<file path="config.mk">
export PLATFORM = sky130hd
export DESIGN_NAME = lzwbe_ctrl
export DESIGN_NICKNAME = d
export VERILOG_FILES = /design/src/hdl/lzwbe_pkg.sv /design/src/hdl/lzwbe_ctrl.sv
export SDC_FILE = /design/constraint.sdc
export NUM_CORES = 1
export LEC_CHECK = 0
export ABC_AREA = 1
export ABC_CLOCK_PERIOD_IN_PS = 1700
export BUFFER_PORTS_ARGS = -buffer_cell sky130_fd_sc_hd__buf_2
export CAP_MARGIN = 5
export CORE_AREA = 2 2 39 41
export DETAILED_ROUTE_END_ITERATION = 7
export DIE_AREA = 0 0 41 43
export SLEW_MARGIN = 20
export SYNTH_ARGS = -nofsm -noshare
export SYNTH_HDL_FRONTEND = slang
export SYNTH_SLANG_ARGS = --single-unit
</file>
<file path="constraint.sdc">
create_clock -name clock -period 1.7 [get_ports clock]
set_clock_uncertainty 0.1 [all_clocks]
set_input_delay 0.34 -clock clock [delete_from_list [all_inputs] [get_ports clock]]
set_output_delay 0.34 -clock clock [all_outputs]
set_load 0.05 [all_outputs]
</file>
<file path="src/hdl/lzwbe_pkg.sv">
package lzwbe_pkg;

   localparam int CODE_BITS_DEF     = 12;
   localparam int TABLE_ENTRIES_DEF = 8192;
   localparam int SYM_W             = 7;
   localparam int OUT_CODE_W        = 12;
   localparam int LIMIT_W           = 12;
   localparam int CMP_W             = 17;
   localparam int EPOCH_W           = 8;
   localparam int FIRST_FREE        = 127;
   localparam int CSR_ADDR_W        = 3;
   localparam int CSR_DATA_W        = 32;

   localparam logic [LIMIT_W-1:0] LIMIT_RESET   = 12'd4095;
   localparam logic [31:0]        HASH_MUL_PRE  = 32'd131;
   localparam logic [31:0]        HASH_MUL_CH   = 32'd2654435761;
   localparam int                 HASH_SHIFT    = 13;
   localparam logic [0:0]         REG_CODE_LIMIT = 1'b0;

   typedef enum logic [2:0] {
      ST_CLEAR,
      ST_IDLE,
      ST_HASH,
      ST_READ,
      ST_CHECK,
      ST_EMIT,
      ST_FIN
   } state_type;

   typedef struct packed {
      logic take_in;
      logic set_first;
      logic load_hash;
      logic rd_en;
      logic step;
      logic mark_free;
      logic mark_none;
      logic hit;
      logic miss_emit;
      logic finish;
      logic clear_start;
      logic clear_wr;
   } cmd_type;

   typedef struct packed {
      logic ch_nonzero;
      logic prefix_valid;
      logic last;
      logic slot_empty;
      logic slot_match;
      logic probe_full;
      logic out_free;
      logic clear_done;
      logic epoch_wrap;
   } sts_type;

endpackage

</file>
<file path="src/hdl/lzwbe_ctrl.sv">
module lzwbe_ctrl (
   input  logic              clock,
   input  logic              reset,
   input  logic              req_valid,
   output logic              req_ready,
   input  lzwbe_pkg::sts_type sts,
   output lzwbe_pkg::cmd_type cmd
);
   import lzwbe_pkg::*;

   state_type state_ff, state_in;

   always_ff @(posedge clock) begin
      if (reset) begin
         state_ff <= ST_CLEAR;
      end else begin
         state_ff <= state_in;
      end
   end

   always_comb begin
      state_in  = state_ff;
      cmd       = '0;
      req_ready = 1'b0;
      unique case (state_ff)
         ST_CLEAR: begin
            cmd.clear_wr = 1'b1;
            if (sts.clear_done) state_in = ST_IDLE;
         end
         ST_IDLE: begin
            req_ready = 1'b1;
            if (req_valid) begin
               cmd.take_in = 1'b1;
               state_in    = ST_HASH;
            end
         end
         ST_HASH: begin
            priority if (sts.ch_nonzero && sts.prefix_valid) begin
               cmd.load_hash = 1'b1;
               state_in      = ST_READ;
            end else if (sts.ch_nonzero) begin
               cmd.set_first = 1'b1;
               state_in      = ST_FIN;
            end else begin
               state_in = ST_FIN;
            end
         end
         ST_READ: begin
            cmd.rd_en = 1'b1;
            state_in  = ST_CHECK;
         end
         ST_CHECK: begin
            priority if (sts.slot_empty) begin
               cmd.mark_free = 1'b1;
               state_in      = ST_EMIT;
            end else if (sts.slot_match) begin
               cmd.hit  = 1'b1;
               state_in = ST_FIN;
            end else if (sts.probe_full) begin
               cmd.mark_none = 1'b1;
               state_in      = ST_EMIT;
            end else begin
               cmd.step = 1'b1;
               state_in = ST_READ;
            end
         end
         ST_EMIT: begin
            if (sts.out_free) begin
               cmd.miss_emit = 1'b1;
               state_in      = ST_FIN;
            end
         end
         ST_FIN: begin
            priority if (!sts.last) begin
               state_in = ST_IDLE;
            end else if (sts.prefix_valid && !sts.out_free) begin
               state_in = ST_FIN;
            end else begin
               cmd.finish = 1'b1;
               if (sts.epoch_wrap) begin
                  cmd.clear_start = 1'b1;
                  state_in        = ST_CLEAR;
               end else begin
                  state_in = ST_IDLE;
               end
            end
         end
         default: state_in = ST_CLEAR;
      endcase
   end
endmodule

</file>
==> impl_metrics.csv <==
group,metric,value,unit
timing,rsz0062_at_grt,"yes",
pwr,p_leak,0.379,nW
synthesis,avgSynthCellArea,4.85,um^2
cells_and_area,seq_area,66.3,um^2
timing,worst_slack,0.00494,ns
floorplanning,chipHeight,43,um
global_routing,grt_pass1_vias,437,
setup_path,reg2reg_from,"state_ff[2]",
cells_and_area,area_delta_synth_final,82.2,%
routing,num_vias,528,
global_routing,globalRouteMet3Util,0.0314,
worst_hold_path,min_path_type,"in -> reg",
place,gp_congestion,0.819,
floorplanning,core-area,1380,um^2
cts,cts_root_buf,"clkbuf_4",
cts,cts.htree.levels,1,
cells_and_area,largest_reg_flops,3,
synthesis,synth_compound_area_frac,0.0906,
cells_and_area,n_antenna_cell,0,
synthesis,synth-xor-area-share,0,
setup_path,r2r_setup_slack,0.44,ns
setup_path,end_kind,"output port",
synthesis,ys_types,13,
pwr,power.total,954,uW
cts,cts_buffer_depth,2,
worst_hold_path,min-delay-start,"reset",
place,dp.final_hpwl,848,um
global_routing,track_usage,0.132,
setup_path,timing.rr.end,"state_ff[0]",
timing,worst_pin_slew,0.406,ns
synthesis,synth_fa_ha_area_frac,0,
synthesis,yosys.area_share.simple,0.554,
setup_path,arrival,1.26,ns
global_routing,grt-ovfl-total,0,
setup_path,cp.required,1.26,ns
cts,cts_tree,"yes",
worst_hold_path,whs_endpoint,"state_ff[2]",
synthesis,synth_top_family_by_area,"simple AND/OR/NAND/NOR gates",
setup_path,path_cells,"buf_4 -> inv_2 -> nand3_2 -> nor2_2 -> buf_6",
routing,wl_per_cell,9.26,um
cells_and_area,top_regs,"state_ff (3)",
pwr,power.density,1460,nW/um^2
floorplanning,rows,14,
synthesis,synth_warnings,0,
cts,clock_sinks,3,
floorplanning,initial_core_util,0.259,
timing,setup_violations,0,
global_routing,grt_pass1_wl,1630,um
setup_path,rr_worst_depth,7,
timing,finalCritPeriodShare,0.997,
cells_and_area,finalNetCount,116,
routing,postRouteAntennaNets,0,
pwr,peakVddDrop,0.000848,V
global_routing,grt_max_degree,6,
cells_and_area,multiInputGateArea,297,um^2
setup_path,crit_path_start_kind,"flip-flop",
synthesis,yosys-mux-area-fraction,0,
cells_and_area,n_fill_cell,153,
place,place_ws,0.126,ns
timing,hold_slack,0.184,ns
worst_hold_path,whs_path_depth,2,
cts,clkSlewWorstSetupHoldPaths,0.04,ns
place,port_buffers,24,
cells_and_area,largest_register,"state_ff",
global_routing,met2_usage,0.203,
routing,drc_errors,0,
setup_path,critical_path_class,"reg -> out",
routing,drt_iter0_markers,14,
setup_path,cp_max_fo,5,
cts,postCtsSetupBuffers,0,
routing,drt_first_pass_iters,5,
cts,cts_buffers,3,
setup_path,cp_slowest_cell,"dfxtp_4",
synthesis,synth.ff_latch_count,3,
synthesis,ys_seq_area_frac,0.167,
floorplanning,dieArea,1760,um^2
setup_path,slowest_delay,0.36,ns
synthesis,synth_fp_nets,86,
timing,finalHoldViolCount,0,
floorplanning,pin_count,25,
timing,fin_crit,1.70,ns
status,run_status,"finished clean",
cells_and_area,drive_gt1_frac,0.417,
routing,drt_wl_total,1100,um
synthesis,syn_inst,74,
global_routing,antenna_found_initial,0,
floorplanning,die_w,41,um
global_routing,grt_busiest_layer,"met2",
cts,clkLatencyLatePin,0.24,ns
timing,slew_viol_final,0,
flow_run,maxCapViolCount,0,
global_routing,grtUsageMet1,0.176,
timing,max_slew_margin,0.728,
synthesis,syn-cell-area,359,um^2
timing,fmax,590,MHz
routing,post_drt_via_cell_ratio,4.44,
repair_timing:
item                       CTS  global route
setup endpoints to repair    9            13
hold buffers                 0             0
pin swaps                    0             1
gates resized for setup     12            18
cell type report:
class                   instances  share of cell area
clock buffers                   4              0.0402
inverters                      18               0.103
multi-input cells              53               0.453
flip-flops and latches          3               0.101
well taps                      16              0.0306
repair buffers                 25               0.272
worst max-delay path by stage:
stage | from | end | slack [ns] | cells past startpoint
3_5_place_dp | state_ff[0] | cmd[1] | 0.13 | 4
3_3_place_gp | state_ff[2] | cmd[1] | 0.15 | 3
6_report | state_ff[2] | cmd[11] | 0.005 | 5
4_1_cts | state_ff[0] | cmd[5] | -0.03 | 4
2_1_floorplan | state_ff[0] | cmd[5] | -0.20 | 3
5_1_grt | state_ff[0] | cmd[5] | -0.05 | 4
report_power, final:
| part | switching (mW) | internal [mW] |
|---|---|---|
| Combinational | 0.455 | 0.207 |
| Sequential | 0.0555 | 0.108 |
| Clock | 0.0400 | 0.0882 |
| Total | 0.551 | 0.403 |
stage by stage:
stage	utilization	instances	setup TNS [ns]	cell area [um^2]
6_report	0.473	119	0	654
5_1_grt	0.473	119	-0.187	654
4_1_cts	0.438	119	-0.0454	606
3_5_place_dp	0.395	115	0	547
3_3_place_gp	0.395	115	0	547
2_1_floorplan	-	74	-0.224	399
synthesized netlist by cell type, drive strengths merged:
| cell type | n | share of area |
|---|---|---|
| a21oi | 2 | 0.028 |
| dfxtp | 3 | 0.17 |
| o21a | 1 | 0.021 |
| nand2 | 16 | 0.17 |
| nor2 | 21 | 0.23 |
| nor4 | 2 | 0.035 |
| inv | 18 | 0.19 |
| nand3 | 6 | 0.098 |
| o21ai | 3 | 0.042 |
| nor3 | 2 | 0.028 |
cell families after synthesis:
family,after synthesis
AOI/OAI and AO/OA,6
buffers and inverters,18
DFF,3
and+or+nand+nor,47
placed cells by master, fill, tap and decap left out:
cell type	n
nand3_4	1
nor2_2	3
clkbuf_4	3
inv_1	17
clkbuf_1	1
nor2_1	17
buf_4	6
nor4_4	1
inv_2	1
o21a_1	1
nand2_2	1
dfxtp_4	1
o21ai_0	3
buf_2	13
nor4_2	1
nand2_1	15
nor3_4	1
nor3_2	1
nand3_1	4
buf_6	6
dfxtp_2	2
nand3_2	1
nor2_4	1
a21oi_1	2
layer usage:
metal	up-vias	part of all wire
li1	284	-
met1	223	0.40
met2	19	0.53
met3	2	0.057
met4	0	0.0036
met5	-	0
critical path: cells and delay by family, from the launching register on:
family                 cells  cell delay, ns
buffers and inverters      3            0.40
DFF                        1            0.36
and+or+nand+nor            2            0.25
Power figures use the tool's default switching activity.
